## src/rtl/linear_interp_resampler_core_defines.svh

```systemverilog
// Assertion macros shared by the resampler RTL.
`ifndef LINEAR_INTERP_RESAMPLER_CORE_DEFINES_SVH
`define LINEAR_INTERP_RESAMPLER_CORE_DEFINES_SVH

// Same-cycle implication, disabled while reset is asserted.
`define LIR_ASSERT_IMP(lbl, clk, rst_n, ante, cons, msg) \
    lbl: assert property (@(posedge clk) disable iff (!(rst_n)) (ante) |-> (cons)) \
        else $error(msg);

// Next-cycle implication, disabled while reset is asserted.
`define LIR_ASSERT_NXT(lbl, clk, rst_n, ante, cons, msg) \
    lbl: assert property (@(posedge clk) disable iff (!(rst_n)) (ante) |=> (cons)) \
        else $error(msg);

`endif

```

## src/rtl/lir_pkg.sv

```systemverilog
`default_nettype none

package lir_pkg;

    // Default widths
    localparam int SAMPLE_BITS_DEF = 24;
    localparam int FRAC_BITS_DEF   = 16;

    // Integer bits of the phase accumulator
    localparam int PHASE_INT_BITS = 4;

    // Most device-rate samples produced from one frame
    localparam int MAX_OUT = 16;

    // Control from the sequencer to the interpolation unit
    typedef struct packed {
        logic load;
        logic sel_right;
    } lir_ctl_t;

endpackage

`default_nettype wire

```

## src/rtl/lir_lerp_unit.sv

```systemverilog
`default_nettype none

// Shared interpolation unit: one channel per load, result in the cycle after the load.
module lir_lerp_unit
    import lir_pkg::*;
#(
    parameter int SAMPLE_BITS = SAMPLE_BITS_DEF,
    parameter int FRAC_BITS   = FRAC_BITS_DEF
) (
    input  wire logic                          aclk,
    input  wire lir_ctl_t                      ctl,
    input  wire logic signed [SAMPLE_BITS-1:0] a_left,
    input  wire logic signed [SAMPLE_BITS-1:0] b_left,
    input  wire logic signed [SAMPLE_BITS-1:0] a_right,
    input  wire logic signed [SAMPLE_BITS-1:0] b_right,
    input  wire logic        [FRAC_BITS-1:0]   phase_frac,
    output logic signed      [SAMPLE_BITS-1:0] result
);

    localparam int PROD_BITS = SAMPLE_BITS + FRAC_BITS + 2;

    logic signed [SAMPLE_BITS-1:0] a_sel;
    logic signed [SAMPLE_BITS-1:0] b_sel;
    logic signed [SAMPLE_BITS:0]   diff;
    logic signed [FRAC_BITS:0]     phase_s;
    logic signed [PROD_BITS-1:0]   prod_next;
    logic signed [PROD_BITS-1:0]   prod_reg;
    logic signed [SAMPLE_BITS-1:0] base_reg;
    logic signed [PROD_BITS-1:0]   prod_shift;
    logic signed [SAMPLE_BITS:0]   sum;

    // Pick the channel and form (b - a) * phase
    assign a_sel     = ctl.sel_right ? a_right : a_left;
    assign b_sel     = ctl.sel_right ? b_right : b_left;
    assign diff      = {b_sel[SAMPLE_BITS-1], b_sel} - {a_sel[SAMPLE_BITS-1], a_sel};
    assign phase_s   = $signed({1'b0, phase_frac});
    assign prod_next = PROD_BITS'(diff) * PROD_BITS'(phase_s);

    // Hold the product and its base sample
    always_ff @(posedge aclk) begin
        if (ctl.load) begin
            prod_reg <= prod_next;
            base_reg <= a_sel;
        end
    end

    // Floor the product and add the base sample
    assign prod_shift = prod_reg >>> FRAC_BITS;
    assign sum        = {base_reg[SAMPLE_BITS-1], base_reg} + prod_shift[SAMPLE_BITS:0];
    assign result     = sum[SAMPLE_BITS-1:0];

endmodule

`default_nettype wire

```

## src/rtl/linear_interp_resampler_core.sv

```systemverilog
// Stereo linear-interpolation rate converter with a phase accumulator.
// Input stream: s_tdata carries one native-rate frame (left, right), s_tuser
// is the restart flag that clears the phase and the kept frame, as after a seek.
// Output stream: m_tdata carries one device-rate frame, m_tlast marks the last
// output caused by the input frame. A frame whose phase starts at or above one
// produces no output; it moves the phase on and becomes the kept frame.
// Sequence: a frame is taken in ST_IDLE and checked in ST_CHECK, then each output
// passes through the shared multiplier in ST_MUL_L (left product), ST_MUL_R
// (right product) and ST_ADD_R (final add); s_tready stays low until the frame's
// last output is done. The ratio register (cfg_we, cfg_wdata) is to be written
// by the user only while the block is idle; the block does not enforce this.
// Reset (aresetn low, synchronous) clears the phase, the kept-frame flag and the
// output valid, and loads a ratio of one.
// Receiver stall: a finished output waits in the output register; the next
// frame may be taken meanwhile, and the sequencer holds before the next left
// product until the pending output has been transferred.
`default_nettype none

module linear_interp_resampler_core
    import lir_pkg::*;
#(
    parameter int SAMPLE_BITS = SAMPLE_BITS_DEF,
    parameter int FRAC_BITS   = FRAC_BITS_DEF,
    localparam int PHASE_BITS = FRAC_BITS + PHASE_INT_BITS,
    localparam int TDATA_BITS = ((2 * SAMPLE_BITS + 7) / 8) * 8
) (
    input  wire logic                  aclk,
    input  wire logic                  aresetn,
    // ratio of native to device rate, FRAC_BITS fraction bits
    input  wire logic                  cfg_we,
    input  wire logic [PHASE_BITS-1:0] cfg_wdata,
    input  wire logic                  s_tvalid,
    output logic                       s_tready,
    input  wire logic [TDATA_BITS-1:0] s_tdata,  // sample_left, sample_right, zero pad
    input  wire logic                  s_tuser,  // restart
    output logic                       m_tvalid,
    input  wire logic                  m_tready,
    output logic [TDATA_BITS-1:0]      m_tdata,  // out_left, out_right, zero pad
    output logic                       m_tlast   // last_of_run
);

`include "linear_interp_resampler_core_defines.svh"

    localparam int CNT_BITS = $clog2(MAX_OUT);
    localparam logic [PHASE_BITS-1:0] ONE = PHASE_BITS'(1) << FRAC_BITS;

    typedef enum logic [2:0] {
        ST_IDLE,
        ST_CHECK,
        ST_MUL_L,
        ST_MUL_R,
        ST_ADD_R
    } state_t;

    state_t                        state_reg,     state_next;
    logic [PHASE_BITS-1:0]         ratio_reg,     ratio_next;
    logic [PHASE_BITS-1:0]         phase_reg,     phase_next;
    logic [CNT_BITS-1:0]           count_reg,     count_next;
    logic                          have_prev_reg, have_prev_next;
    logic                          m_tvalid_reg,  m_tvalid_next;
    logic                          m_tlast_reg,   m_tlast_next;
    logic signed [SAMPLE_BITS-1:0] a_left_reg,    a_left_next;
    logic signed [SAMPLE_BITS-1:0] a_right_reg,   a_right_next;
    logic signed [SAMPLE_BITS-1:0] b_left_reg,    b_left_next;
    logic signed [SAMPLE_BITS-1:0] b_right_reg,   b_right_next;
    logic signed [SAMPLE_BITS-1:0] prev_left_reg, prev_left_next;
    logic signed [SAMPLE_BITS-1:0] prev_right_reg, prev_right_next;
    logic signed [SAMPLE_BITS-1:0] out_left_reg,  out_left_next;
    logic signed [SAMPLE_BITS-1:0] out_right_reg, out_right_next;

    logic                          s_xfer;
    logic                          out_busy;
    logic signed [SAMPLE_BITS-1:0] in_left;
    logic signed [SAMPLE_BITS-1:0] in_right;
    logic                          use_prev;
    logic [PHASE_BITS:0]           phase_sum;
    logic [PHASE_BITS-1:0]         phase_sat;
    logic                          run_last;
    logic signed [SAMPLE_BITS-1:0] lerp_result;
    lir_ctl_t                      unit_ctl;

    assign s_tready = (state_reg == ST_IDLE);
    assign s_xfer   = s_tvalid && s_tready;
    assign out_busy = m_tvalid_reg && !m_tready;
    assign in_left  = s_tdata[SAMPLE_BITS-1:0];
    assign in_right = s_tdata[2*SAMPLE_BITS-1:SAMPLE_BITS];
    assign use_prev = have_prev_reg && !s_tuser;

    // Advance the phase with saturation, and spot the last output of the run
    assign phase_sum = {1'b0, phase_reg} + {1'b0, ratio_reg};
    assign phase_sat = phase_sum[PHASE_BITS] ? '1 : phase_sum[PHASE_BITS-1:0];
    assign run_last  = (phase_sat >= ONE) || (count_reg == CNT_BITS'(MAX_OUT - 1));

    // Drive the shared unit: left in MUL_L, right in MUL_R
    always_comb begin
        unit_ctl.load      = ((state_reg == ST_MUL_L) && !out_busy) || (state_reg == ST_MUL_R);
        unit_ctl.sel_right = (state_reg == ST_MUL_R);
    end

    lir_lerp_unit #(
        .SAMPLE_BITS (SAMPLE_BITS),
        .FRAC_BITS   (FRAC_BITS)
    ) u_lerp (
        .aclk       (aclk),
        .ctl        (unit_ctl),
        .a_left     (a_left_reg),
        .b_left     (b_left_reg),
        .a_right    (a_right_reg),
        .b_right    (b_right_reg),
        .phase_frac (phase_reg[FRAC_BITS-1:0]),
        .result     (lerp_result)
    );

    // Sequencer
    always_comb begin
        state_next      = state_reg;
        ratio_next      = cfg_we ? cfg_wdata : ratio_reg;
        phase_next      = phase_reg;
        count_next      = count_reg;
        have_prev_next  = have_prev_reg;
        m_tvalid_next   = m_tvalid_reg && !m_tready;
        m_tlast_next    = m_tlast_reg;
        a_left_next     = a_left_reg;
        a_right_next    = a_right_reg;
        b_left_next     = b_left_reg;
        b_right_next    = b_right_reg;
        prev_left_next  = prev_left_reg;
        prev_right_next = prev_right_reg;
        out_left_next   = out_left_reg;
        out_right_next  = out_right_reg;

        case (state_reg)
            ST_IDLE: begin
                // Take the frame; a restart drops the phase and the kept frame
                if (s_xfer) begin
                    b_left_next  = in_left;
                    b_right_next = in_right;
                    a_left_next  = use_prev ? prev_left_reg : in_left;
                    a_right_next = use_prev ? prev_right_reg : in_right;
                    phase_next   = s_tuser ? '0 : phase_reg;
                    count_next   = '0;
                    state_next   = ST_CHECK;
                end
            end
            ST_CHECK: begin
                // No output when the phase is already at or above one
                if (phase_reg < ONE) begin
                    state_next = ST_MUL_L;
                end else begin
                    phase_next      = phase_reg - ONE;
                    prev_left_next  = b_left_reg;
                    prev_right_next = b_right_reg;
                    have_prev_next  = 1'b1;
                    state_next      = ST_IDLE;
                end
            end
            ST_MUL_L: begin
                // Hold until the pending output has been transferred
                if (!out_busy) begin
                    state_next = ST_MUL_R;
                end
            end
            ST_MUL_R: begin
                out_left_next = lerp_result;
                state_next    = ST_ADD_R;
            end
            ST_ADD_R: begin
                out_right_next = lerp_result;
                m_tvalid_next  = 1'b1;
                m_tlast_next   = run_last;
                if (run_last) begin
                    phase_next      = (phase_sat >= ONE) ? (phase_sat - ONE) : '0;
                    prev_left_next  = b_left_reg;
                    prev_right_next = b_right_reg;
                    have_prev_next  = 1'b1;
                    state_next      = ST_IDLE;
                end else begin
                    phase_next = phase_sat;
                    count_next = count_reg + CNT_BITS'(1);
                    state_next = ST_MUL_L;
                end
            end
            default: begin
                state_next = ST_IDLE;
            end
        endcase
    end

    // Hold state and registered outputs
    always_ff @(posedge aclk) begin
        if (!aresetn) begin
            state_reg     <= ST_IDLE;
            ratio_reg     <= ONE;
            phase_reg     <= '0;
            count_reg     <= '0;
            have_prev_reg <= 1'b0;
            m_tvalid_reg  <= 1'b0;
            m_tlast_reg   <= 1'b0;
        end else begin
            state_reg     <= state_next;
            ratio_reg     <= ratio_next;
            phase_reg     <= phase_next;
            count_reg     <= count_next;
            have_prev_reg <= have_prev_next;
            m_tvalid_reg  <= m_tvalid_next;
            m_tlast_reg   <= m_tlast_next;
        end
        a_left_reg     <= a_left_next;
        a_right_reg    <= a_right_next;
        b_left_reg     <= b_left_next;
        b_right_reg    <= b_right_next;
        prev_left_reg  <= prev_left_next;
        prev_right_reg <= prev_right_next;
        out_left_reg   <= out_left_next;
        out_right_reg  <= out_right_next;
    end

    assign m_tvalid = m_tvalid_reg;
    assign m_tlast  = m_tlast_reg;
    assign m_tdata  = TDATA_BITS'({out_right_reg, out_left_reg});

    // Checks on the sequencer
    `LIR_ASSERT_NXT(a_busy_after_take, aclk, aresetn, s_xfer, !s_tready, "frame taken while busy")
    `LIR_ASSERT_IMP(a_phase_in_range, aclk, aresetn, state_reg == ST_MUL_L, phase_reg < ONE, "interpolating at phase >= one")
    `LIR_ASSERT_IMP(a_no_overwrite, aclk, aresetn, state_reg == ST_MUL_R, !m_tvalid_reg, "pending output about to be overwritten")

endmodule

`default_nettype wire
```

## config.mk

```make
export PLATFORM = sky130hd
export DESIGN_NAME = linear_interp_resampler_core
export DESIGN_NICKNAME = d
export VERILOG_FILES = /design/src/rtl/lir_pkg.sv /design/src/rtl/lir_lerp_unit.sv /design/src/rtl/linear_interp_resampler_core.sv
export VERILOG_INCLUDE_DIRS = /design/src /design/src/rtl
export SDC_FILE = /design/constraint.sdc
export NUM_CORES = 1
export LEC_CHECK = 0
export BUFFER_PORTS_ARGS = -buffer_cell sky130_fd_sc_hd__buf_2
export CAP_MARGIN = 40
export CORE_MARGIN = 4
export CORE_UTILIZATION = 35
export CTS_BUF_LIST = sky130_fd_sc_hd__clkbuf_2
export CTS_CLUSTER_DIAMETER = 80
export DETAILED_ROUTE_END_ITERATION = 7
export HOLD_SLACK_MARGIN = 0.05
export PLACE_DENSITY_LB_ADDON = 0.25
export SETUP_SLACK_MARGIN = 0.5
export SLEW_MARGIN = 0
export SYNTH_ARGS = -nofsm -noshare
export SYNTH_HDL_FRONTEND = slang
export SYNTH_SLANG_ARGS = --single-unit
```

## constraint.sdc

```tcl
create_clock -name aclk -period 28.8 [get_ports aclk]
set_input_delay 2.88 -clock aclk [delete_from_list [all_inputs] [get_ports aclk]]
set_output_delay 2.88 -clock aclk [all_outputs]
set_load 0.05 [all_outputs]
```

==> results of run 1 <==
through the flow:
step	hold WS (ps)	setup WS [ps]	cell area (um^2)	power, mW	util
after floorplan	420.4	18690	28410	0.6233	-
after global placement	423.3	17330	30340	0.7110	0.3767
after detailed placement	432.5	17230	30420	0.7159	0.3777
after CTS	368.7	17110	31080	1.010	0.3859
after global routing	409.5	16320	31090	1.048	0.3860
final	382.1	17190	31090	0.9902	0.3860
synth_stat cells, types with 4 or more instances:
cell      instances  area [um^2]
o211ai_1          5        37.54
a211o_1          14        122.6
o211a_1           8        80.08
xor2_1           29        254.0
nor4_1            5        31.28
o21ai_1           7        35.03
mux2_2           82        923.4
o21bai_1          6        45.04
a21oi_1          74        370.4
o21a_1           26        195.2
nor3_1           18        90.09
a31o_2            4        35.03
buf_1             7        26.28
ha_1            168         2102
xnor2_1          65        569.3
nand3_1          28        140.1
o31ai_1          10        75.07
nor2_1           90        337.8
or3_1             8        50.05
or2_2             6        37.54
or4_1             4        30.03
edfxtp_1        240         7207
nand2b_1         37        231.5
fa_1            375         7507
o21ai_2          10        87.58
clkbuf_1        104        390.4
a22o_1            5        43.79
o21ai_0          57        285.3
nor4b_1           4        35.03
nor2b_1          47        294.0
and2_1          155        969.7
a31oi_1           9        56.30
mux2i_1          65        650.6
a211oi_1         10        75.07
a21o_1           20        150.1
nand2_1         310         1164
dfxtp_1          50         1001
nand4_1          12        75.07
and3_1            8        50.05
inv_1           510         1914
layer usage:
metal  GRT usage  up-vias  part of all wire
li1            -     9172                 -
met5           0        -                 0
met3     0.02698       97             0.039
met1      0.2208     9606              0.45
met4     0.04181        0             0.024
met2      0.2724      359              0.48
worst max path at each step:
stage | from | to | slack, ps
after global routing | state_reg[0] | u_lerp.prod_reg[39] | 16320
after global placement | state_reg[0] | u_lerp.prod_reg[39] | 17330
final | state_reg[0] | u_lerp.prod_reg[39] | 17190
after floorplan | state_reg[2] | u_lerp.prod_reg[39] | 18690
after CTS | state_reg[0] | u_lerp.prod_reg[39] | 17110
after detailed placement | state_reg[0] | u_lerp.prod_reg[39] | 17230
worst max-delay path, delay by kind of cell (launching register included):
kind	cells	cell delay [ps]
fa+ha+maj	8	3440
buf+inv	8	1700
mux	1	200
flops	1	400
xor+xnor	2	210
simple gates	8	1660
compound gates	11	3690
layout make-up:
cell class / instances / area (um^2)
Inverter: 513 / 1929
Clock buffer: 105 / 525.5
Multi-Input combinational cell: 1839 / 17890
Fill cell: 8038 / 49450
Timing Repair Buffer: 178 / 1065
Clock inverter: 25 / 138.9
Antenna cell: 3 / 7.507
Sequential cell: 290 / 8213
Tap cell: 1060 / 1326
kinds of logic after synthesis:
logic type	count (synthesis)	synth area share
AO/OA/AOI/OAI	304	0.07407
buffers and inverters	629	0.08389
flip-flops	290	0.2889
XOR/XNOR	94	0.02898
adder cells (fa/ha/maj)	543	0.3382
AND/OR/NAND/NOR	751	0.1306
multiplexers	147	0.05540
power by group through the flow:
| stage | Combinational [mW] | Sequential [mW] | Clock (mW) |
|---|---|---|---|
| floorplan | 0.130 | 0.494 | 0 |
| global placement | 0.217 | 0.494 | 0 |
| detailed placement | 0.222 | 0.494 | 0 |
| CTS | 0.222 | 0.485 | 0.303 |
| global route | 0.241 | 0.487 | 0.321 |
| finish | 0.220 | 0.484 | 0.286 |
==> impl_metrics.yaml, run 1 <==
yosys:
  async_reset_ff_frac: 0
  netlist_area_um2: 28410
  seq_area_frac_synth: 0.2889
  synth_edf_count: 240
  syn_avg_cell_area_um2: 10.30
  ys_types: 83
  ys.flop_type: "edfxtp_1"
  synthCells: 2758
  synth_nets: 3375
  yosysWarnings: 0
  synth-seq-cells: 290
setup_path:
  cp-end-kind: "flip-flop"
  critPathKind: "reg2reg"
  crit_fanout: 40
  arrival_ps: 12330
  r2r-end: "u_lerp.prod_reg[39]"
  worstPathRequired_ps: 29520
  r2r_start: "state_reg[0]"
  ff2ff_path_depth: 38
  critPathLaunchType: "flip-flop"
  reg2reg_slack_ps: 17190
  max_stage_delay_ps: 890
  cpMostUsedCell: "fa_1"
  cpMaxStageDelayCell: "a221oi_1"
floorplanning:
  fp-row-count: 104
  fp.dieW_um: 292.9
  die_area_um2: 85800
  die_h_um: 292.9
  io_pins: 125
  start_util: 0.3527
  coreArea_um2: 80550
clock_tree:
  cts_buffer_depth: 3
  cts_resized: 0
  cts_sinks: 290
  cts-hold-fix-buffers: 0
  cts.clk_slew.worst_paths_ps: 110
  cts_buffers: 75
  post-cts-setup-buffers: 0
  cts_tree: "yes"
  ctsRootBufferMaster: "clkbuf_2"
  clock_latency_ps: 1020
  h-tree-depth: 3
global_routing:
  grt_pass1_vias: 20134
  grt_max_degree: 52
  grt_pass1_wl_um: 110900
  antenna_found_initial: 1
  grt_overflow: 0
  track_usage: 0.1628
power:
  seqPwrFrac: 0.489
  p_clk_frac: 0.288
  swShare: 0.3397
  vdd.ir_drop.worst_v: 0.00002556
  combPwrFrac: 0.222
  p_leak_nw: 14.26
  power_density_nw_per_um2: 31.85
  p_int_mw: 0.6538
  switching_power_mw: 0.3364
sta:
  setup_violations: 0
  slew_headroom: 0.3397
  skew_ps: 110.4
  tightest_slew_ps: 990.4
  hold_violations: 0
  timing.final.crit_share: 0.4031
  fmax_mhz: 86.13
  setup-tns-final_ps: 0
  min_period_ps: 11610
  rsz0062_at_grt: "false"
  drv_slew: 0
worst_hold_path:
  min_to: "prev_right_reg[18]"
  hold_start: "b_right_reg[18]"
  whs_path_depth: 0
  min-delay-path-class: "reg2reg"
detailed_routing:
  via_per_inst: 4.793
  vias: 19234
  drt_iter0_drc: 1031
  dr.pass1.iters: 5
  wire_per_inst_um: 17.11
  drt-total-wl_um: 68650
  drcViolationCount: 0
  antenna_left: 0
placement:
  place_hpwl_um: 52020
  dp.cells: 3880
  place_congestion: 0.7828
  port_buffers: 124
run_status:
  status: "complete, no violations"
layout:
  layout_common_cells: "509 x inv_1, 375 x fa_1, 310 x nand2_1, 240 x edfxtp_1, 168 x ha_1"
  final_common_cell: "inv_1"
  instances_no_fill: 4013
  areaGrowthSynthToFinish_pct: 9.433
  layout.nets: 3514
  drive_above_1_share: 0.1451
job:
  maxCapViolCount: 0
Power figures use the tool's default switching activity.
==> run 2, diff against run 1 <==
--- a/config.mk
+++ b/config.mk
@@ -6,6 +6,7 @@
 export SDC_FILE = /design/constraint.sdc
 export NUM_CORES = 1
 export LEC_CHECK = 0
+export ABC_AREA = 1
 export BUFFER_PORTS_ARGS = -buffer_cell sky130_fd_sc_hd__buf_2
 export CAP_MARGIN = 40
 export CORE_MARGIN = 4
==> constraint.sdc (replaced) <==
create_clock -name aclk -period 9.32 [get_ports aclk]
set_input_delay 0.932 -clock aclk [delete_from_list [all_inputs] [get_ports aclk]]
set_output_delay 0.932 -clock aclk [all_outputs]
set_load 0.05 [all_outputs]
==> impl_metrics.yaml, run 2 <==
sta:
  fmax_mhz: 118.6
  min_period_ps: 8431
  tightest_slew_ps: 896.6
  setup_violations: 0
  slew_headroom: 0.4015
  skew_ps: 113.0
  hold_violations: 0
  hold_slack_ps: 188.2
  timing.final.crit_share: 0.9046
  setup-tns-final_ps: 0
  rsz0062_at_grt: "true"
  drv_slew: 0
setup_path:
  cpMostUsedCell: "fa_1"
  crit_fanout: 6
  worstPathRequired_ps: 9980
  critPathKind: "reg2reg"
  cpMaxStageDelayCell: "fa_1"
  cp-end-kind: "flip-flop"
  arrival_ps: 9090
  max_stage_delay_ps: 640
  critPathLaunchType: "flip-flop"
yosys:
  synth_common_cells: "656 x inv_1, 528 x nand2_1, 375 x fa_1, 294 x nor2_1, 240 x edfxtp_1"
  netlist_area_um2: 28040
  synth_top_area_frac: 0.2677
  yosysWarnings: 0
  synth_adder_area_share: 0.3427
  synth.area.top_cells: "fa_1 27%, edfxtp_1 26%, inv_1 8.8%, ha_1 7.5%, nand2_1 7.1%"
  synth_area_leader_cell: "fa_1"
  seq_area_frac_synth: 0.2927
  ys.flop_type: "edfxtp_1"
  synth-seq-cells: 290
  async_reset_ff_frac: 0
  synth_nets: 3674
  synth_edf_count: 240
  synth_top_family_by_area: "adder cells"
  synth_compound_area_frac: 0.05702
  synthXorXnorAreaFrac: 0.02838
  synth.mux.area_fraction: 0.01963
  yosysMostFrequentCell: "inv_1"
  ys_types: 50
  syn_avg_cell_area_um2: 9.173
  synth-simple-area-share: 0.1584
  synthCells: 3057
detailed_routing:
  vias: 21194
  antenna_left: 0
  dr.pass1.iters: 5
  wire_per_inst_um: 17.71
  drt-total-wl_um: 78950
  drt_iter0_drc: 1136
  via_per_inst: 4.753
  drcViolationCount: 0
power:
  power_density_nw_per_um2: 137.0
  p_clk_frac: 0.194
  p_int_mw: 2.584
  seqPwrFrac: 0.377
  switching_power_mw: 1.863
  total_power_mw: 4.447
  vdd.ir_drop.worst_v: 0.00008383
  swShare: 0.4190
  combPwrFrac: 0.428
  p_leak_nw: 15.40
clock_tree:
  ctsRootBufferMaster: "clkbuf_2"
  cts_buffer_depth: 3
  clock_latency_ps: 980
  h-tree-depth: 3
  cts_sinks: 290
  cts_buffers: 71
  cts_tree: "yes"
  cts.clk_slew.worst_paths_ps: 120
floorplanning:
  fp-row-count: 103
  coreArea_um2: 79260
  die_area_um2: 84710
  fp.dieW_um: 291.1
  io_pins: 125
  start_util: 0.3538
  die_h_um: 291.1
job:
  maxCapViolCount: 0
layout:
  final_common_cell: "inv_1"
  drive_above_1_share: 0.2018
  layout_common_cells: "643 x inv_1, 513 x nand2_1, 372 x fa_1, 281 x nor2_1, 240 x edfxtp_1"
  areaGrowthSynthToFinish_pct: 15.80
  layout.nets: 3970
global_routing:
  grt_pass1_vias: 21325
  grt_pass1_wl_um: 121800
  antenna_found_initial: 4
  grt_overflow: 0
  track_usage: 0.1839
  grt_max_degree: 61
worst_hold_path:
  min-delay-path-class: "in2reg"
placement:
  place_hpwl_um: 61890
  place_congestion: 0.9052
  port_buffers: 124
run_status:
  status: "complete, no violations"
## run 2: stage by stage
stage / area, um^2 / cells / setup slack (ps) / util
2_1_floorplan: 28050 / 3057 / 632.6 / -
3_3_place_gp: 30410 / 4246 / 156.9 / 0.3837
3_5_place_dp: 30520 / 4250 / 57.17 / 0.3850
6_report: 32470 / 4459 / 888.7 / 0.4097
4_1_cts: 31470 / 4398 / 500.5 / 0.3970
5_1_grt: 32470 / 4458 / 419.6 / 0.4097
## run 2: worst paths after layout
kind,start,endpoint,slack (ps),cells past startpoint
setup reg to reg,state_reg[2],u_lerp.prod_reg[32],890,37
setup / recovery,state_reg[2],u_lerp.prod_reg[32],890,37
hold reg to reg,b_right_reg[1],prev_right_reg[1],420,0
hold / removal,cfg_wdata[16],ratio_reg[16],190,3
## run 2: timing repair
action	4_1_cts	5_1_grt
pin swaps	9	62
gates cloned	1	4
gates resized for setup	22	151
hold buffers	11	6
setup buffers	11	47
hold endpoints to repair	11	6
setup endpoints to repair	16	23
## run 2: logic make-up (layout without fill, tap and decap cells)
| family | count (synthesis) | in the layout |
|---|---|---|
| multiplexers | 49 | 49 |
| AO/OA/AOI/OAI | 285 | 285 |
| other | 0 | 4 |
| XOR/XNOR | 90 | 90 |
| buffers and inverters | 748 | 1096 |
| adder cells (fa/ha/maj) | 543 | 543 |
| AND/OR/NAND/NOR | 1052 | 1052 |
| flip-flops | 290 | 290 |
## run 2: power by group through the flow
| stage | clock, mW | sequential [mW] | combinational (mW) |
|---|---|---|---|
| after CTS | 0.904 | 1.68 | 1.69 |
| after global routing | 0.976 | 1.69 | 2.05 |
| after detailed placement | 0 | 1.71 | 1.65 |
| after global placement | 0 | 1.71 | 1.64 |
| final | 0.864 | 1.68 | 1.90 |
| after floorplan | 0 | 1.71 | 0.928 |
## run 2: cell type report
type / instances / area (um^2)
Antenna cell: 4 / 10.01
Clock buffer: 104 / 520.5
Clock inverter: 21 / 112.6
Fill cell: 8003 / 46780
Inverter: 671 / 2547
Multi-Input combinational cell: 2019 / 17540
Sequential cell: 290 / 8212
Tap cell: 1050 / 1314
Timing Repair Buffer: 300 / 2218
## run 2: layer usage
metal / wire (um) / track usage / vias up
met4: 2483 / 0.05646 / 2
li1: - / - / 10073
met2: 37370 / 0.3016 / 575
met5: 13 / 0 / -
met1: 34700 / 0.2482 / 10407
met3: 4373 / 0.03426 / 137
## run 2: critical path: cells and delay by family, from the launching register on
family,cells,cell delay [ps]
and+or+nand+nor,10,1520
adders and majority gates,8,3790
xor gates and xnor gates,1,140
AOI/OAI and AO/OA,7,1030
DFF,1,360
buffers and inverters,11,1320
